**src/design/aad_pkg.sv**
```systemverilog
`timescale 1ns / 1ps
// ----------------------------------------------------------------------------
// aad_pkg
// Shared types and constants of the area-average downscaler.
// ----------------------------------------------------------------------------
package aad_pkg;

  localparam int MAX_OUT_WIDTH = 2048;
  localparam int SUM_BITS      = 40;
  localparam int COL_BITS      = $clog2(MAX_OUT_WIDTH);
  localparam int FILL_BITS     = COL_BITS + 1;
  localparam int ADDR_BITS     = COL_BITS + 1;
  localparam int CFG_IDX_BITS  = 8;
  localparam int QUEUE_DEPTH   = 2;
  localparam int QPTR_BITS     = $clog2(QUEUE_DEPTH);
  localparam int QCNT_BITS     = $clog2(QUEUE_DEPTH + 1);
  localparam int DIV_BITS      = ((SUM_BITS > 40) ? SUM_BITS : 40) + 1;
  localparam int PROD_BITS     = 36;

  typedef enum logic [CFG_IDX_BITS-1:0] {
    REG_IN_WIDTH   = 8'd0,
    REG_IN_HEIGHT  = 8'd1,
    REG_OUT_WIDTH  = 8'd2,
    REG_OUT_HEIGHT = 8'd3
  } cfg_reg_t;

  typedef struct packed {
    logic [7:0] blue;
    logic [7:0] green;
    logic [7:0] red;
  } src_pix_t;

  typedef struct packed {
    logic [7:0] out_blue;
    logic [7:0] out_green;
    logic [7:0] out_red;
    logic       end_of_line;
    logic       end_of_frame;
  } dst_pix_t;

  // effective (clamped) frame geometry
  typedef struct packed {
    logic [15:0] iw;
    logic [15:0] ih;
    logic [11:0] ow;
    logic [15:0] oh;
  } geom_t;

  // one classified source pixel, front to back
  typedef struct packed {
    src_pix_t    pix;
    logic [11:0] xa;
    logic [11:0] xb;
    logic [15:0] ya;
    logic [15:0] yb;
    logic [11:0] tc;
    logic        emit;
    logic        eol;
    logic        eof;
    logic        swap;
    logic        wipe;
  } cmd_t;

  typedef logic [SUM_BITS-1:0] sum_t;
  typedef sum_t [2:0] sums_t;

  typedef enum logic [3:0] {
    BE_IDLE,
    BE_RD,
    BE_MUL,
    BE_WR,
    BE_ORD,
    BE_ODAT,
    BE_DIV,
    BE_OUT,
    BE_FIN
  } be_state_t;

  typedef struct packed {
    logic pop;
    logic rd_upd;
    logic wr;
    logic rd_out;
    logic div_load;
    logic div_step;
    logic out_load;
    logic swap;
  } be_ctrl_t;

endpackage

```
**src/design/aad_queue.sv**
```systemverilog
`timescale 1ns / 1ps
// ----------------------------------------------------------------------------
// aad_queue
// Short command queue between the front and the back.
// ----------------------------------------------------------------------------
module aad_queue import aad_pkg::*; (
  input  logic clk,
  input  logic rst,
  input  logic push,
  input  cmd_t wdata,
  output logic full,
  input  logic pop,
  output logic valid,
  output cmd_t rdata
);

  cmd_t                 entries [QUEUE_DEPTH];
  logic [QPTR_BITS-1:0] wp, rp;
  logic [QCNT_BITS-1:0] cnt;

  assign full  = (cnt == QCNT_BITS'(QUEUE_DEPTH));
  assign valid = (cnt != '0);
  assign rdata = entries[rp];

  always_ff @(posedge clk) begin
    if (push) begin
      entries[wp] <= wdata;
    end
  end

  always_ff @(posedge clk) begin
    if (rst) begin
      wp  <= '0;
      rp  <= '0;
      cnt <= '0;
    end else begin
      if (push) begin
        wp <= (wp == QPTR_BITS'(QUEUE_DEPTH - 1)) ? '0 : wp + 1'b1;
      end
      if (pop) begin
        rp <= (rp == QPTR_BITS'(QUEUE_DEPTH - 1)) ? '0 : rp + 1'b1;
      end
      cnt <= cnt + QCNT_BITS'(push) - QCNT_BITS'(pop);
    end
  end

endmodule

```
**config.mk**
```make
export PLATFORM = sky130hd
export DESIGN_NAME = aad_queue
export DESIGN_NICKNAME = d
export VERILOG_FILES = /design/src/design/aad_pkg.sv /design/src/design/aad_queue.sv
export SDC_FILE = /design/constraint.sdc
export NUM_CORES = 1
export LEC_CHECK = 0
export BUFFER_PORTS_ARGS = -buffer_cell sky130_fd_sc_hd__buf_2
export CAP_MARGIN = 20
export CORE_ASPECT_RATIO = 1.1
export CORE_MARGIN = 2
export CORE_UTILIZATION = 50
export CTS_CLUSTER_SIZE = 40
export DETAILED_ROUTE_END_ITERATION = 16
export PLACE_DENSITY_LB_ADDON = 0.05
export SLEW_MARGIN = 15
export SYNTH_ARGS = -nofsm -noshare
export SYNTH_HDL_FRONTEND = slang
export SYNTH_SLANG_ARGS = --single-unit
export TNS_END_PERCENT = 10
```
**constraint.sdc**
```tcl
create_clock -name clk -period 8.81 [get_ports clk]
set_clock_uncertainty 0.15 [all_clocks]
set_input_delay 1.762 -clock clk [delete_from_list [all_inputs] [get_ports clk]]
set_output_delay 1.762 -clock clk [all_outputs]
set_load 0.02 [all_outputs]
```
# Yosys cells after proc, flatten, opt, wreduce, memory -nomap -nowiden
# Memory sizes are Yosys's and may differ from the RTL's. A register that Yosys moved wholly into a read port is not among the register bits.
# Index checks and enable logic that the tools add are counted.
[op_classes] div=0 n_mux=6 add_sub_neg=4 order_cmp=0 shift=0 n_mul=0 bitwise_logic=0 eq_ne=1 n_reduce_logical=1
[ops] op="two-way mux 1 bit" count=6
[ops] op="adder 1 bit (second input constant)" count=2
[ops] op="adder 2 x 1 -> 2 bit" count=1
[ops] op="equality test 2 bit (second input constant)" count=1
[ops] op="nonzero test 2 bit" count=1
[ops] op="subtractor 2 x 1 -> 2 bit" count=1
[word_totals] ramBits=194 output_inout_bits=99 in_bits=101 romBits=0 word_cells=16 latch_bits=0 ff_bits=4 memories=1
[mem_list] memory="entries" words=2 width=97 rd=1 rd_clocked_by_memory_dff=1 write_ports=1 line="aad_queue.sv:17" rtl="cmd_t entries [QUEUE_DEPTH];"

# Logic depth before layout (Yosys ltp)
[logic_depth] depth_word=4 depth_mapped=6 mapped_depth_nobuf=6

# Least setup slack after synthesis
# OpenSTA, ideal clock, no wires.
[synth_path] kind="input to register" startpoint="in push" endpoint="mem entries[0][0] (netlist bit), enable pin" slack_ps=2109 path_buffers=0 stages=1 arrival_ps=5986 t_required_ps=8095 setup_ps=565 cell_sequence="nor2b_1"
[synth_between] elab_chain_cells=2
[synth_lines] item="start: declaration" line="aad_queue.sv:9" rtl="input logic push,"
[synth_lines] item="two-way mux 1 bit" line="aad_queue.sv:26" rtl="if (push) begin"
[synth_lines] item="two-way mux 1 bit (implied by the code)" line="aad_queue.sv:27" rtl="entries[wp] <= wdata;"
[synth_lines] item="end: declaration" line="aad_queue.sv:17"
# Every way passes these cells.

==> impl_metrics.py <==
metrics = {
    "detailed_routing": {
        "num_vias": 3593,
        "postRouteAntennaNets": 0,
        "routed_wl_um": 12800,
        "dr.pass1.iters": 6,
        "viasPerCell": 4.87,
        "drc_errors": 0,
        "wire_per_inst_um": 17.3,
        "drt_iter0_markers": 207,
    },
    "finish": {
        "fillers": 1079,
        "fin_area_mm2": 0.00917,
        "stdcell_count": 738,
        "drive_gt1_frac": 0.603,
        "syn_to_final_growth_pct": 24.9,
        "final_net_count": 636,
        "antenna_cells": 0,
    },
    "synthesis": {
        "ys_top_cells_by_count": "edfxtp_1, mux2_2, mux2_4",
        "ys_seq_elements": 199,
        "yosys_warnings": 0,
        "syn_inst": 323,
        "yosys.area.top_type": "edfxtp_1",
        "synth-seq-area-share": 0.808,
        "syn_nets": 426,
        "ys.flop_type": "edfxtp_1",
        "async_flop_share": 0,
        "syn_avg_cell_area_um2": 22.7,
        "syn_area_mm2": 0.00734,
        "post-synth-top-count-cell": "edfxtp_1",
        "synth_area_leaders": "edfxtp_1, mux2_2, mux2_4, dfxtp_1, buf_6",
        "synth_top_area_share": 0.794,
        "yosysUniqueCellTypes": 14,
        "synth_edf_count": 194,
    },
    "sta": {
        "max_freq_mhz": 223,
        "final_hold_viol_count": 0,
        "relSlewSlack": 0.378,
        "maxSlewViolCount": 0,
        "rsz0062_at_grt": "false",
        "fin_tns_setup_ns": 0,
        "min_period_ns": 4.48,
        "setup_viol": 0,
        "worstMarginPinSlew_ns": 0.934,
        "setup_slack_ns": 4.33,
        "min_period_over_period": 0.509,
    },
    "power": {
        "combPwrFrac": 0.119,
        "switching_power_mw": 0.480,
        "seqPwrFrac": 0.507,
        "power_frac_clock": 0.374,
        "vdd_drop_max_uv": 159,
        "switching_share": 0.215,
        "p_per_area_mw_per_mm2": 244,
        "leakagePower_nw": 3.52,
        "power.internal_mw": 1.75,
    },
    "clock_tree": {
        "clock_path_buffers": 2,
        "cts.clk_slew.worst_paths_ns": 0.06,
        "htree_num_levels": 4,
        "post_cts_buffers": 0,
        "numClockSinks": 199,
        "clockRootBuffer": "clkbuf_16",
        "clock_latency_ns": 0.42,
        "cts_buffers": 17,
        "cts_resized": 0,
        "tritoncts": "done",
        "cts-hold-fix-buffers": 0,
    },
    "grt": {
        "grt_max_degree": 70,
        "overflow": 0,
        "grt_pass1_vias": 3627,
        "grt_pass1_wl_um": 18600,
        "antenna_found_initial": 0,
        "grtUsageTotal": 0.163,
    },
    "floorplanning": {
        "io_pins": 200,
        "start_util": 0.510,
        "core_area_mm2": 0.0144,
        "die_x_um": 119,
        "rows": 46,
        "die_h_um": 131,
        "dieArea_mm2": 0.0157,
    },
    "worst_setup_path": {
        "crit_chain": "buf_4 -> mux2_2 -> buf_2",
        "rr_endpoint": "entries[0][95]",
        "r2r_cells": 2,
        "rr_startpoint": "wp",
        "reg2reg_slack_ns": 6.36,
        "endpoint_kind": "primary output",
        "cp-endpoint": "rdata[20]",
        "criticalPathCategory": "reg -> out",
        "worstPathArrival_ns": 2.57,
        "slowest_delay_ns": 0.91,
        "path_max_fanout": 60,
        "crit_slowest_cell": "dfxtp_4",
        "required_ns": 6.90,
        "startpoint_type": "flip-flop",
    },
    "run": {
        "drv_cap": 0,
    },
    "hold_path": {
        "hold_class": "reg -> reg",
    },
    "placement": {
        "dpl_cell_area_mm2": 0.00852,
        "dp_hpwl_um": 8420,
        "port-buffer-count": 199,
        "place_congestion": 0.712,
        "post-place-ws_ns": 4.71,
        "place_inst": 706,
    },
    "status": {
        "status": "finished, final reports clean",
    },
}
## sequential cells by signal, summed over array words and instances, names as in the netlist, named ones only
register,flops
cnt,2
rp,1
entries,194
wp,1
## layer usage
metal	global-route usage	vias to the layer above	wire (µm)	share of wire
met1	0.190	1745	5060	0.40
met3	0.0647	21	996	0.078
li1	-	1703	-	-
met2	0.268	124	6470	0.51
met4	0.0789	0	249	0.019
met5	0	-	0	0
## critical path: cells and delay by family (launching register included)
kind | cells | cell delay (ns)
buffers and inverters | 2 | 0.78
muxes | 1 | 0.40
DFF | 1 | 0.91
## how the worst min path moves through the flow
stage                end  cells after the start  from  slack [ns]
2_1_floorplan  flip-flop                      2    rp        0.33
3_3_place_gp          rp                      2    rp        0.35
3_5_place_dp          rp                      2    rp        0.36
4_1_cts               rp                      2    rp        0.38
5_1_grt               rp                      2    rp        0.41
6_report              rp                      2    rp        0.37
## layout make-up
class | instances | area, µm² | share of cell area
clock buffers | 21 | 440 | 0.0481
well taps | 192 | 240 | 0.0262
repair buffers | 202 | 1020 | 0.111
multi-input cells | 111 | 1330 | 0.145
clock inverters | 11 | 203 | 0.0221
flip-flops and latches | 199 | 5930 | 0.647
inverters | 2 | 7.51 | 0.000819
## power by group through the flow
stage / logic, mW / registers [mW] / clock network (mW)
after floorplan: 0.189 / 1.14 / 0
after global placement: 0.266 / 1.15 / 0
after detailed placement: 0.268 / 1.15 / 0
after CTS: 0.269 / 1.13 / 0.855
after global routing: 0.284 / 1.14 / 0.889
final: 0.265 / 1.13 / 0.835
## through the flow
stage	hold WS, ns	utilization	total power [mW]
after floorplan	0.330	-	1.33
after global placement	0.345	0.592	1.42
after detailed placement	0.358	0.592	1.42
after CTS	0.376	0.637	2.26
after global routing	0.413	0.637	2.31
final	0.373	0.637	2.23
## layout by cell type (no fill, tap or decap)
master and count:
clkbuf_1 4, edfxtp_1 194, clkinv_1 2, ha_1 2, buf_4 3, clkinv_2 3
nor2_1 4, clkbuf_16 17, mux2_4 30, nor2b_1 2, mux2_2 67, buf_2 199
dfxtp_1 4, and2_4 1, nor2b_4 1, xnor3_1 1, inv_1 2, bufinv_16 6
dfxtp_4 1, or2_2 1, xnor2_1 2
## cell families (layout without fill, tap and decap cells)
kind of cell / Yosys count / count (layout) / synth area share
buffers and inverters: 13 / 236 / 0.0128
DFF: 199 / 199 / 0.808
muxes: 97 / 97 / 0.164
adders and majority gates: 2 / 2 / 0.00341
xor gates and xnor gates: 3 / 3 / 0.00546
and+or+nand+nor: 9 / 9 / 0.00631
No activity file was read; power rests on OpenSTA's default activity.
