===== config.mk =====
export PLATFORM = sky130hd
export DESIGN_NAME = aad_front
export DESIGN_NICKNAME = d
export VERILOG_FILES = /design/src/design/aad_pkg.sv /design/src/design/aad_front.sv
export SDC_FILE = /design/constraint.sdc
export NUM_CORES = 1
export LEC_CHECK = 0
export BUFFER_PORTS_ARGS = -buffer_cell sky130_fd_sc_hd__buf_2
export CAP_MARGIN = 20
export CORE_MARGIN = 10
export CORE_UTILIZATION = 40
export CTS_BUF_LIST = sky130_fd_sc_hd__clkbuf_8
export DETAILED_ROUTE_END_ITERATION = 8
export GPL_TIMING_DRIVEN = 0
export PLACE_DENSITY = 0.71
export SYNTH_ARGS = -nofsm -noshare
export SYNTH_HDL_FRONTEND = slang
export SYNTH_SLANG_ARGS = --single-unit

===== constraint.sdc =====
create_clock -name clk -period 6.75 [get_ports clk]
set_clock_uncertainty 0.1 [all_clocks]
set_input_delay 1.35 -clock clk [delete_from_list [all_inputs] [get_ports clk]]
set_output_delay 1.35 -clock clk [all_outputs]
set_load 0.02 [all_outputs]

===== src/design/aad_pkg.sv =====
`timescale 1ns / 1ps
// ----------------------------------------------------------------------------
// aad_pkg
// Shared types and constants of the area-average downscaler.
// ----------------------------------------------------------------------------
package aad_pkg;

  localparam int MAX_OUT_WIDTH = 2048;
  localparam int SUM_BITS      = 40;
  localparam int COL_BITS      = $clog2(MAX_OUT_WIDTH);
  localparam int FILL_BITS     = COL_BITS + 1;
  localparam int ADDR_BITS     = COL_BITS + 1;
  localparam int CFG_IDX_BITS  = 8;
  localparam int QUEUE_DEPTH   = 2;
  localparam int QPTR_BITS     = $clog2(QUEUE_DEPTH);
  localparam int QCNT_BITS     = $clog2(QUEUE_DEPTH + 1);
  localparam int DIV_BITS      = ((SUM_BITS > 40) ? SUM_BITS : 40) + 1;
  localparam int PROD_BITS     = 36;

  typedef enum logic [CFG_IDX_BITS-1:0] {
    REG_IN_WIDTH   = 8'd0,
    REG_IN_HEIGHT  = 8'd1,
    REG_OUT_WIDTH  = 8'd2,
    REG_OUT_HEIGHT = 8'd3
  } cfg_reg_t;

  typedef struct packed {
    logic [7:0] blue;
    logic [7:0] green;
    logic [7:0] red;
  } src_pix_t;

  typedef struct packed {
    logic [7:0] out_blue;
    logic [7:0] out_green;
    logic [7:0] out_red;
    logic       end_of_line;
    logic       end_of_frame;
  } dst_pix_t;

  // effective (clamped) frame geometry
  typedef struct packed {
    logic [15:0] iw;
    logic [15:0] ih;
    logic [11:0] ow;
    logic [15:0] oh;
  } geom_t;

  // one classified source pixel, front to back
  typedef struct packed {
    src_pix_t    pix;
    logic [11:0] xa;
    logic [11:0] xb;
    logic [15:0] ya;
    logic [15:0] yb;
    logic [11:0] tc;
    logic        emit;
    logic        eol;
    logic        eof;
    logic        swap;
    logic        wipe;
  } cmd_t;

  typedef logic [SUM_BITS-1:0] sum_t;
  typedef sum_t [2:0] sums_t;

  typedef enum logic [3:0] {
    BE_IDLE,
    BE_RD,
    BE_MUL,
    BE_WR,
    BE_ORD,
    BE_ODAT,
    BE_DIV,
    BE_OUT,
    BE_FIN
  } be_state_t;

  typedef struct packed {
    logic pop;
    logic rd_upd;
    logic wr;
    logic rd_out;
    logic div_load;
    logic div_step;
    logic out_load;
    logic swap;
  } be_ctrl_t;

endpackage


===== src/design/aad_front.sv =====
`timescale 1ns / 1ps
// ----------------------------------------------------------------------------
// aad_front
// Phase counters: splits each source pixel's weight over target columns/rows.
// ----------------------------------------------------------------------------
module aad_front import aad_pkg::*; (
  input  logic     clk,
  input  logic     rst,
  input  logic     restart,
  input  geom_t    geom,
  input  logic     accept,
  input  src_pix_t pix,
  output cmd_t     cmd
);

  logic [15:0] column_phase, row_phase, source_column, target_row;
  logic [11:0] target_column;
  logic [16:0] s, t;
  logic        cclose, rclose, line_end, frame_last;
  logic [15:0] np, nr;

  always_comb begin
    s = {1'b0, column_phase} + {5'b0, geom.ow};
    t = {1'b0, row_phase} + {1'b0, geom.oh};
    cmd.pix = pix;
    cmd.tc  = target_column;
    if (s > {1'b0, geom.iw}) begin
      cmd.xa = 12'(geom.iw - column_phase);
      cmd.xb = 12'(s - {1'b0, geom.iw});
      cclose = 1'b1;
      np     = 16'(cmd.xb);
    end else begin
      cmd.xa = geom.ow;
      cmd.xb = '0;
      cclose = (s == {1'b0, geom.iw});
      np     = cclose ? 16'd0 : s[15:0];
    end
    if (t > {1'b0, geom.ih}) begin
      cmd.ya = geom.ih - row_phase;
      cmd.yb = 16'(t - {1'b0, geom.ih});
      rclose = 1'b1;
      nr     = cmd.yb;
    end else begin
      cmd.ya = geom.oh;
      cmd.yb = '0;
      rclose = (t == {1'b0, geom.ih});
      nr     = rclose ? 16'd0 : t[15:0];
    end
    line_end   = ({1'b0, source_column} + 17'd1) >= {1'b0, geom.iw};
    frame_last = ({1'b0, target_row} + 17'd1) >= {1'b0, geom.oh};
    cmd.emit = rclose && cclose;
    cmd.eol  = line_end;
    cmd.eof  = line_end && frame_last;
    cmd.swap = line_end && rclose;
    cmd.wipe = line_end && rclose && frame_last;
  end

  always_ff @(posedge clk) begin
    if (rst || restart) begin
      column_phase  <= '0;
      row_phase     <= '0;
      source_column <= '0;
      target_column <= '0;
      target_row    <= '0;
    end else if (accept) begin
      if (line_end) begin
        column_phase  <= '0;
        source_column <= '0;
        target_column <= '0;
        row_phase     <= nr;
        if (rclose) begin
          if (frame_last) begin
            target_row <= '0;
            row_phase  <= '0;
          end else begin
            target_row <= target_row + 16'd1;
          end
        end
      end else begin
        column_phase  <= np;
        source_column <= source_column + 16'd1;
        if (cclose) begin
          target_column <= target_column + 12'd1;
        end
      end
    end
  end

endmodule


Yosys cells after proc, flatten, opt, wreduce, memory -nomap -nowiden
Index checks and enable logic that the tools add are counted.
Operators by class
  reduce and logical (&&, ||, !) cells: 9
  add/subtract/negate cells: 11
  equal/unequal tests: 2
  muxes and demuxes: 15
  order comparisons: 4
Operators by type and width (count)
  16-bit 2-to-1 mux: 9
  16-bit by 1-bit adder with 17-bit output, second input constant: 2
  17-bit by 16-bit == test with 1-bit output: 2
  17-bit by 16-bit greater-or-equal comparator with 1-bit output: 2
  17-bit by 16-bit > comparator with 1-bit output: 2
  16-bit by 1-bit adder with 16-bit output, second input constant: 2
  32-bit 2-to-1 mux: 1
  16-bit subtractor: 2
  12-bit 2-to-1 mux: 2
  24-bit 2-to-1 mux: 1
  12-bit subtractor: 2
  16-bit by 12-bit adder with 17-bit output: 1
  16-bit by 16-bit adder with 17-bit output: 1
  12-bit by 1-bit adder with 12-bit output, second input constant: 1
  1-bit logical AND: 4
  2-bit AND reduction: 2
  3-bit AND reduction: 1
  1-bit 2-to-1 mux: 2
  2-bit nonzero test: 1
  1-bit logical OR: 1
Storage, ports and cells
  input port bits: 88
  register bits after elaboration: 76
  word-level logic and storage cells: 46
  output and inout bits: 97

Longest topological paths before layout
  depth after elaboration: 6
  depth in mapped cells: 21
  mapped depth without buffers: 19

Least setup slack after synthesis
Ideal clock, no wire load.
  path type: input-to-output
  start: input port geom[0] (netlist bit)
  end: output port cmd[37] (netlist bit)
  buffers on the path: 1
  required time: 5300 ps
  path slack: 98 ps
  stages on the path: 19
  data arrival time: 5202 ps
  cell sequence: ha_1 > inv_1 > fa_1 > nand2b_1 > a21oi_1 > nor4b_2 > o311ai_1 > nand2_1 > xnor2_1 > ha_1 > a21o_1 > a21oi_1 > nand2b_1 > a2111oi_0 > nor2_1 > a21oi_2 > buf_2 > inv_1 > o21ai_0
RTL lines
  start, declared: line aad_front.sv:10  | input geom_t geom,
  end, declared: line aad_front.sv:13  | output cmd_t cmd

==> impl_metrics.json <==
{
  "synthTopCellsByArea": "dfxtp_1, ha_1, a21oi_1, xnor2_1, inv_1",
  "clock-root-buffer": "clkbuf_8",
  "post_dp_cell_area_um2": 9970,
  "die_x_um": 169,
  "seq_area_frac_synth_pct": 17.2,
  "drtIter0Drc": 758,
  "grt_pass1_vias": 8963,
  "end_kind": "output port",
  "async_flop_share_pct": 0,
  "required_ns": 5.30,
  "yosysUniqueCellTypes": 73,
  "startpoint_type": "input port",
  "syn_to_final_growth_pct": 22.5,
  "die_h_um": 169,
  "port_buffers": 159,
  "holdPathEnd": "target_row[15]",
  "dpl.hpwl_mm": 22.6,
  "r2r_slack_ns": 1.93,
  "dieArea_um2": 28400,
  "postRouteWirelength_mm": 28.5,
  "drv_cap": 0,
  "cts_tree": "built",
  "grt_pass1_wl_mm": 44.8,
  "outcome": "finished, final reports clean",
  "hold_depth": 2,
  "worst_pin_slew_ns": 0.881,
  "use_met2_pct": 32.2,
  "use_met3_pct": 4.79,
  "grt_overflow": 0,
  "rr_worst_depth": 22,
  "timing.rr.end": "row_phase[9]",
  "startpoint": "geom[0]",
  "start_util_pct": 40.6,
  "core_um2": 21800,
  "antenna_found_initial": 0,
  "yosysTopAreaCell": "dfxtp_1",
  "cellPowerDensity_nw_per_um2": 150,
  "ant_nets": 0,
  "n_fill_cell": 2105,
  "crit_arrival_ns": 5.30,
  "yosys_register_bits": 76,
  "rows": 54,
  "avgRoutedWirePerCell_um": 17.0,
  "diodes": 0,
  "syn_area_per_cell_um2": 7.43,
  "cts.sinks": 76,
  "mostFrequentLayoutCells": "buf_2, ha_1, inv_1, a21oi_1, nor2_1",
  "synth_flop_cell": "dfxtp_1",
  "hold_viol": 0,
  "whs_ns": 0.378,
  "clkTransAtPathRegs_ns": 0.08,
  "fmax_ghz": 0.148,
  "hp-start": "target_row[15]",
  "syn_inst": 1188,
  "grt_start_max_net_pins": 20,
  "drc_errors": 0,
  "grt_setup_unrepaired": "true",
  "synth_edf_count": 0,
  "pin_count": 185,
  "drive_above_1_share_pct": 21.9,
  "hp-class": "reg -> reg",
  "gr-usage-all-layers_pct": 18.9,
  "clk_path_buf_depth": 2,
  "synth.top_cell.area_share_pct": 17.2,
  "met1_usage_pct": 22.7,
  "rr_startpoint": "row_phase[0]",
  "cts_hold_buffers": 0,
  "final_nets": 1607,
  "max_slew_margin_pct": 40.6,
  "synth_area_um2": 8820,
  "timing_worst_setup_path_type": "in -> out",
  "cp_max_fo": 7,
  "mostFrequentLayoutCell": "buf_2",
  "clk_latency_ns": 0.39,
  "grt-busiest-layer": "met2",
  "drtPass1Iterations": 6,
  "htree_levels": 3,
  "power_leakage_uw": 0.00509,
  "layout_min_cycle_time_ns": 6.75,
  "place.gp.congestion": 0.952,
  "setup_viol": 0,
  "cts_made_buffers": 9,
  "ys_warn_count": 0,
  "vias": 9289,
  "synth_nets": 1403,
  "maxSlewViolCount": 0,
  "fin_area_um2": 10800,
  "finalCritPeriodShare_pct": 100,
  "via_per_inst": 5.54,
  "ir_drop_uv": 95.4
}
Yosys cell counts (21+ instances only):
master / number
a21o_1: 27
a21oi_1: 110
and3_1: 21
buf_4: 27
dfxtp_1: 76
ha_1: 121
inv_1: 109
nand2_1: 86
nand3_1: 43
nor2_1: 103
nor3_1: 22
o21ai_0: 73
xnor2_1: 62
xor2_1: 40
timing repair:
item | CTS | global route
setup buffers | 13 | 21
hold endpoints to repair | 0 | 0
endpoints found under the setup margin | 59 | 58
resized for setup | 39 | 34
pin swaps | 11 | 28
stage by stage:
| step | util (%) | setup slack [ns] | setup TNS, ns | cells | total power, uW |
|---|---|---|---|---|---|
| 2_1_floorplan | - | 0.0978 | 0 | 1188 | 912 |
| 3_5_place_dp | 45.8 | -1.27 | -44.22 | 1627 | 1090 |
| 4_1_cts | 48.2 | 0.00594 | 0 | 1654 | 1590 |
| 6_report | 49.7 | 0.000289 | 0 | 1676 | 1620 |
| 3_3_place_gp | 45.8 | -1.26 | -43.87 | 1627 | 1080 |
| 5_1_grt | 49.7 | -0.161 | -1.22 | 1676 | 1700 |
worst max path at each step:
stage | end | slack (ns) | depth (start not counted)
after global placement | cmd[34] | -1.26 | 22
after CTS | cmd[37] | 0.006 | 21
after floorplan | cmd[37] | 0.1 | 19
after detailed placement | cmd[34] | -1.27 | 22
after global routing | cmd[48] | -0.16 | 22
final | cmd[48] | 0.0003 | 22
cell families after synthesis:
family / after synthesis / synth area share, %
compound gates: 330 / 23.5
xor+xnor: 102 / 10.1
fa+ha+maj: 127 / 18.5
buf+inv: 166 / 8.39
flops: 76 / 17.2
mux: 6 / 0.709
simple gates: 381 / 21.5
per-layer routing:
metal | part of all wire [%] | wire (um)
met5 | 0 | 0
met2 | 48 | 13700
met1 | 42 | 11900
met4 | 2.2 | 623
met3 | 8.0 | 2290
sequential cells by signal (all words and copies together) (netlist names):
signal and cells:
source_column 16, row_phase 16, column_phase 16, target_row 16, target_column 12
power by group:
| part | total [uW] | internal [uW] | switching [uW] |
|---|---|---|---|
| logic | 679 | 273 | 406 |
| registers | 464 | 455 | 8.47 |
| clock network | 474 | 279 | 194 |
| total | 1620 | 1010 | 609 |
final cells by class:
type	count	area (um^2)	share of cell area, %
clock inverter	6	129	1.19
clock buffer	9	124	1.15
buffer	55	383	3.54
inverter	110	417	3.86
timing repair buffer	194	1080	9.99
multi-input combinational	946	6800	62.9
tap	280	350	3.24
sequential	76	1520	14.1
critical path, cell delays in order:
cell        delay [ns]
buf_12            0.09
ha_4              0.13
inv_2             0.04
fa_2              0.36
nand2b_4          0.17
a21oi_4           0.16
nor4b_4           0.09
o311ai_2          0.37
nand2_1           0.15
xnor2_2           0.17
ha_1              0.33
a21o_1            0.20
a21oi_2           0.19
buf_4             0.14
inv_1             0.05
o22ai_2           0.19
nor2_2            0.07
a21oi_4           0.22
buf_6             0.15
clkinvlp_4        0.22
a41oi_2           0.25
buf_4             0.17
Power figures use the tool's default switching activity.
